$ cat src/rtl/core/tct_pkg.sv
// Shared types and constants for the text-cell terminal controller.
// Used by tct_ctrl, tct_datapath and the top level; depends on nothing.
package tct_pkg;

   // Default store geometry
   localparam int unsigned MAX_ROWS_DEF = 64;
   localparam int unsigned MAX_COLS_DEF = 256;

   // Register reset values
   localparam logic [6:0]  ROWS_RESET  = 7'd50;
   localparam logic [8:0]  COLS_RESET  = 9'd160;
   localparam logic [15:0] BLINK_RESET = 16'd30;

   // Blank cell: character zero, white on black
   localparam logic [7:0]  BLANK_CHAR = 8'h00;
   localparam logic [31:0] BLANK_FG   = 32'h00FF_FFFF;
   localparam logic [31:0] BLANK_BG   = 32'h0000_0000;

   localparam int unsigned CHAR_W   = 8;
   localparam int unsigned COLOUR_W = 64;

   // Configuration register indexes
   typedef enum logic [1:0] {
      CSR_ROWS  = 2'd0,
      CSR_COLS  = 2'd1,
      CSR_BLINK = 2'd2
   } csr_index_type;

   // Operation codes
   typedef enum logic [2:0] {
      FUNC_PUT     = 3'd0,
      FUNC_NEWLINE = 3'd1,
      FUNC_ERASE   = 3'd2,
      FUNC_CLEAR   = 3'd3,
      FUNC_BLINK   = 3'd4,
      FUNC_READ    = 3'd5
   } func_type;

   // Controller states
   typedef enum logic [2:0] {
      ST_INIT,
      ST_IDLE,
      ST_BLANK,
      ST_ERASE,
      ST_CLEAR,
      ST_READ,
      ST_DONE
   } state_type;

   // Controller to datapath
   typedef struct packed {
      logic start;
      logic blank_step;
      logic erase_step;
      logic clear_step;
      logic read_capture;
      logic load;
   } cmd_type;

   // Datapath to controller
   typedef struct packed {
      logic scroll_now;
      logic erase_run;
      logic blank_last;
      logic erase_end;
      logic sweep_last;
   } status_type;

endpackage

$ cat src/rtl/core/tct_ctrl.sv
// Sequencer for the terminal controller: handshakes, walks and result hand-off.
// Depends on tct_pkg for state, command and status types.
module tct_ctrl (
   input  logic                clock,
   input  logic                reset,
   input  logic                req_valid,
   input  logic [2:0]          req_func,
   output logic                req_stall,
   output logic                rsp_valid,
   input  logic                rsp_stall,
   input  tct_pkg::status_type status,
   output tct_pkg::cmd_type    cmd
);

   tct_pkg::state_type state_ff, state_in;
   logic               rsp_valid_ff, rsp_valid_in;
   logic               out_free;

   // State and result-valid registers
   always_ff @(posedge clock) begin
      if (reset) begin
         state_ff     <= tct_pkg::ST_INIT;
         rsp_valid_ff <= 1'b0;
      end else begin
         state_ff     <= state_in;
         rsp_valid_ff <= rsp_valid_in;
      end
   end

   // Next state and commands
   always_comb begin
      state_in  = state_ff;
      cmd       = '0;
      out_free  = !rsp_valid_ff || !rsp_stall;
      req_stall = 1'b1;
      case (state_ff)
         tct_pkg::ST_INIT: begin
            cmd.clear_step = 1'b1;
            if (status.sweep_last) begin
               state_in = tct_pkg::ST_IDLE;
            end
         end
         tct_pkg::ST_IDLE: begin
            req_stall = !out_free;
            if (req_valid && out_free) begin
               cmd.start = 1'b1;
               case (req_func)
                  tct_pkg::FUNC_PUT, tct_pkg::FUNC_NEWLINE: begin
                     if (status.scroll_now) begin
                        state_in = tct_pkg::ST_BLANK;
                     end else begin
                        cmd.load = 1'b1;
                     end
                  end
                  tct_pkg::FUNC_ERASE: begin
                     if (status.erase_run) begin
                        state_in = tct_pkg::ST_ERASE;
                     end else begin
                        cmd.load = 1'b1;
                     end
                  end
                  tct_pkg::FUNC_CLEAR: begin
                     state_in = tct_pkg::ST_CLEAR;
                  end
                  tct_pkg::FUNC_READ: begin
                     state_in = tct_pkg::ST_READ;
                  end
                  default: begin
                     cmd.load = 1'b1;
                  end
               endcase
            end
         end
         tct_pkg::ST_BLANK: begin
            cmd.blank_step = 1'b1;
            if (status.blank_last) begin
               state_in = tct_pkg::ST_DONE;
            end
         end
         tct_pkg::ST_ERASE: begin
            if (status.erase_end) begin
               state_in = tct_pkg::ST_DONE;
            end else begin
               cmd.erase_step = 1'b1;
            end
         end
         tct_pkg::ST_CLEAR: begin
            cmd.clear_step = 1'b1;
            if (status.sweep_last) begin
               state_in = tct_pkg::ST_DONE;
            end
         end
         tct_pkg::ST_READ: begin
            cmd.read_capture = 1'b1;
            state_in         = tct_pkg::ST_DONE;
         end
         tct_pkg::ST_DONE: begin
            if (out_free) begin
               cmd.load = 1'b1;
               state_in = tct_pkg::ST_IDLE;
            end
         end
         default: begin
            state_in = tct_pkg::ST_IDLE;
         end
      endcase
      // Hold the result until taken
      rsp_valid_in = cmd.load || (rsp_valid_ff && rsp_stall);
   end

   assign rsp_valid = rsp_valid_ff;

endmodule

$ cat config.mk
export PLATFORM = sky130hd
export DESIGN_NAME = tct_ctrl
export DESIGN_NICKNAME = d
export VERILOG_FILES = /design/src/rtl/core/tct_pkg.sv /design/src/rtl/core/tct_ctrl.sv
export SDC_FILE = /design/constraint.sdc
export NUM_CORES = 1
export LEC_CHECK = 0
export BUFFER_PORTS_ARGS = -buffer_cell sky130_fd_sc_hd__buf_2
export CELL_PAD_IN_SITES_DETAIL_PLACEMENT = 1
export CELL_PAD_IN_SITES_GLOBAL_PLACEMENT = 1
export CORE_AREA = 5 5 42 44
export DETAILED_ROUTE_END_ITERATION = 10
export DIE_AREA = 0 0 47 49
export PLACE_DENSITY_LB_ADDON = 0.12
export SETUP_SLACK_MARGIN = 0.5
export SLEW_MARGIN = 0
export SYNTH_ARGS = -nofsm -noshare
export SYNTH_HDL_FRONTEND = slang
export SYNTH_SLANG_ARGS = --single-unit
export TNS_END_PERCENT = 20
$ cat constraint.sdc
create_clock -name clock -period 4 [get_ports clock]
set_clock_uncertainty 0.05 [all_clocks]
set_input_delay 0.8 -clock clock [delete_from_list [all_inputs] [get_ports clock]]
set_output_delay 0.8 -clock clock [all_outputs]
set_load 0.05 [all_outputs]
# --- After elaboration in Yosys (flattened, before gate mapping) ---
# Cells that the tools add are included.
totals:
  register_bits: 4
  latch_bits: 0
  ramBits: 0
  rom_bits: 0
  inputBits: 12
  wordCells: 58
  mem_count: 0
classes:
  n_addsub: 0
  n_mul: 0
  div: 0
  magnitude_cmp: 0
  n_eq_ne: 19
  shifts: 0
  mux: 24
  bitwise_logic: 0
  reduce_logical: 13
op_table:
  columns: ["operator", "n"]
  rows:
  - ["$mux W3", 8]
  - ["$pmux W3 S7", 1]
  - ["$eq A3 B2 Y1 const B", 4]
  - ["$eq A3 B3 Y1 const B", 4]
  - ["$mux W1", 12]
  - ["$ne A2 B2 Y1 const B", 6]
  - ["$pmux W3 S4", 1]
  - ["$reduce_and A9 Y1", 1]
  - ["$eq A3 B1 Y1 const B", 2]
  - ["$logic_not A3 Y1", 2]
  - ["$ne A3 B3 Y1 const B", 2]
  - ["$reduce_or A2 Y1", 3]
  - ["$ne A5 B1 Y1 const B", 1]
  - ["$logic_not A1 Y1", 3]
  - ["$pmux W1 S3", 1]
  - ["$logic_and A1 B1 Y1", 2]
  - ["$logic_or A1 B1 Y1", 2]
  - ["$pmux W1 S2", 1]

# --- Longest topological paths before layout ---
logic_depth:
  depth_word: 6
  mapped_depth: 5
  depth_no_buf: 4

# --- Least setup slack after synthesis ---
# OpenSTA, ideal clock, no wires.
synth_timing:
  kind: "input port to output port"
  from: "in req_func[2]"
  to: "out cmd[0] in the netlist's numbering"
  t_arrival_ns: 2.335
  slack_ns: 0.815
  stages: 4
  n_path_buf: 0
  path_cell_list: "nor3_1 a21oi_1 a21o_1 a21boi_0"
synth_rtl:
  columns: ["item", "line", "text"]
  rows:
  - ["start: declaration", "tct_ctrl.sv:7", "input logic [2:0] req_func,"]
  - ["end: declaration", "tct_ctrl.sv:12", "output tct_pkg::cmd_type cmd"]

==> flow_summary_export.csv <==
group,metric,value,unit
route,post_drt_via_cell_ratio,5.06,
timing,timing.final.crit_period,2.64,ns
place,placed_area,480,um^2
finish,multi_input_area,278,um^2
timing,setup_violations,0,
clock_tree,cts_htree_levels,1,
timing,timing.final.crit_share,0.660,
clock_tree,numCtsBuffers,3,
clock_tree,cts_resized,0,
power_and_ir_drop,p_seq_frac,0.259,
route,drc,0,
route,ant_nets,0,
setup_path,startpoint_type,"primary input",
power_and_ir_drop,switchingPower,0.165,mW
timing,rsz0062_at_grt,"false",
die,dieArea,0.00230,mm^2
clock_tree,cts_tree,"built",
power_and_ir_drop,p_per_area,614,mW/mm^2
timing,hold_viol,0,
setup_path,path_max_fanout,4,
setup_path,cp_data_required_time,3.15,ns
route,firstDrtPassIters,4,
die,core_region_area,0.00140,mm^2
power_and_ir_drop,vdd_drop_max,0.171,mV
clock_tree,clk_transition_reported_paths,0.04,ns
clock_tree,insertion_delay,0.24,ns
clock_tree,root_buffer,"clkbuf_4",
timing,tightest_slew,0.470,ns
grt,grt_max_degree,12,
finish,fillers,195,
timing,fin_setup_tns,0,ns
place,place_congestion,0.631,
yosys,ys_seq_area_frac,0.201,
yosys,mappedNetlistArea,399,um^2
timing,final-max-slew-violation-count,0,
clock_tree,cts.sinks,4,
finish,insertedDiodeCount,0,
die,pin_count,20,
grt,overflow,0,
power_and_ir_drop,p_int,0.144,mW
grt,grt_use_total,0.110,
grt,grt_pass1_vias,439,
yosys,synth.avg_cell_area,8.15,um^2
route,wire_per_inst,12.8,um
route,routed_wl,1.07,mm
power_and_ir_drop,p_leak,0.227,nW
die,start_util,0.285,
finish,drive_gt1_frac,0.412,
die,dieWidth,47,um
yosys,ys_warn_count,0,
job,cap_violations,0,
clock_tree,post-cts-setup-buffer-count,0,
clock_tree,hold_buffers,0,
grt,antenna_found_initial,0,
die,rows,14,
die,dieHeight,49,um
yosys,synth_top_cell_by_area,"dfxtp_1",
yosys,synth_seq_cells,4,
yosys,synthCells,49,
yosys,synth_nets,61,
timing,max_freq,379,MHz
power_and_ir_drop,p_clk_frac,0.168,
finish,area_delta_synth_final,26.0,%
yosys,post_synth_num_cell_types,26,
yosys,yosys-top-cells-area,"dfxtp_1, buf_6, nor2_1",
finish,final_area,503,um^2
finish,seq_area,80.1,um^2
timing,slew_headroom,0.686,
power_and_ir_drop,switching_share,0.535,
clock_tree,clock_path_buffers,2,
min_path,hp-class,"reg2reg",
power_and_ir_drop,pwr-share-comb,0.573,
route,drtIter0Drc,2,
yosys,yosys.area.top_type_share,0.201,
finish,final_net_count,82,
route,vias,425,
setup_path,cp.arrival,1.79,ns
setup_path,critPathKind,"in2out",
place,port_buffers,19,
grt,grt_pass1_wl,1.88,mm
outcome,status,"complete, no violations",
setup_path,cp-end-kind,"output pin",
-- power groups by stage --
stage / clock network, mW / registers (mW) / logic, mW
finish: 0.0520 / 0.0799 / 0.177
global placement: 0 / 0.0820 / 0.178
global route: 0.0582 / 0.0844 / 0.190
CTS: 0.0544 / 0.0812 / 0.180
detailed placement: 0 / 0.0819 / 0.178
floorplan: 0 / 0.0611 / 0.174
-- critical path, cell delays in order --
cell      delay [ns]
buf_2           0.12
nor3_1          0.17
a21oi_1         0.08
a21o_1          0.17
a21boi_0        0.16
buf_2           0.28
-- cell type report --
type	instances	area share
Sequential cell	4	0.159
Timing Repair Buffer	19	0.189
Multi-Input combinational cell	40	0.552
Tap cell	16	0.0398
Clock buffer	3	0.0448
Inverter	2	0.0149
-- state kept, by name, indices dropped and copies added, names as in the netlist --
name / cells
rsp_valid: 1
state_ff: 3
-- cell usage after synthesis --
master / instances
nor2_1: 7
a21oi_1: 3
inv_1: 2
o41ai_2: 1
a311oi_2: 1
a31oi_1: 2
dfxtp_1: 4
and3_1: 1
or2_2: 1
nand4_1: 1
mux2i_1: 1
nor3b_1: 1
nand2b_1: 2
nand2_1: 4
a211oi_1: 2
nand2b_4: 1
buf_6: 3
a21boi_0: 1
o21ai_0: 2
nor3b_2: 1
xor2_1: 2
o211ai_1: 1
a311oi_1: 1
nor3_1: 2
nor3b_4: 1
a21o_1: 1
-- layout by cell type, fill, tap and decap left out --
cell,n
a211oi_1,2
o211ai_1,1
nor3b_2,1
dfxtp_1,4
or2_2,1
clkbuf_4,3
a311oi_1,1
a21oi_1,3
nand2b_4,1
a21o_1,1
nor3b_4,1
o41ai_2,1
a311oi_2,1
mux2i_1,1
nor3_1,2
and3_1,1
a21boi_0,1
a31oi_1,2
o21ai_0,2
xor2_1,2
nand2b_1,2
buf_2,19
inv_1,2
nor3b_1,1
nand4_1,1
nand2_1,4
nor2_1,7
-- metrics by stage --
stage / utilization / worst slack (ns) / hold WS, ns / power [mW] / std cells
final: 0.359 / 1.36 / 0.586 / 0.309 / 84
after global routing: 0.359 / 1.23 / 0.648 / 0.333 / 84
after CTS: 0.359 / 1.34 / 0.601 / 0.315 / 84
after detailed placement: 0.343 / 1.35 / 0.597 / 0.260 / 81
after global placement: 0.343 / 1.37 / 0.586 / 0.260 / 81
after floorplan: - / 0.815 / 0.565 / 0.235 / 49
-- routing by layer --
metal,global-route usage,vias up,wire [um]
li1,-,220,-
met1,0.135,192,458
met2,0.172,13,537
met3,0.0480,0,78
met4,0.0276,0,0
met5,0,-,0
-- final timing paths --
| check | from | end | cells past startpoint | slack (ns) |
|---|---|---|---|---|
| worst max-delay path | req_func[2] | cmd[0] | 6 | 1.36 |
| worst min-delay path | rsp_valid | rsp_valid | 2 | 0.59 |
| worst max register to register | state_ff[1] | state_ff[0] | 4 | 2.50 |
| worst min register to register | rsp_valid | rsp_valid | 2 | 0.59 |
-- logic make-up (layout without fill, tap and decap cells) --
family | Yosys count | after routing | synth area share
DFF | 4 | 4 | 0.201
AOI/OAI and AO/OA | 15 | 15 | 0.288
muxes | 1 | 1 | 0.0251
buffers and inverters | 5 | 24 | 0.103
xor gates and xnor gates | 2 | 2 | 0.0439
and+or+nand+nor | 22 | 22 | 0.339
(Power assumes the default switching activity.)
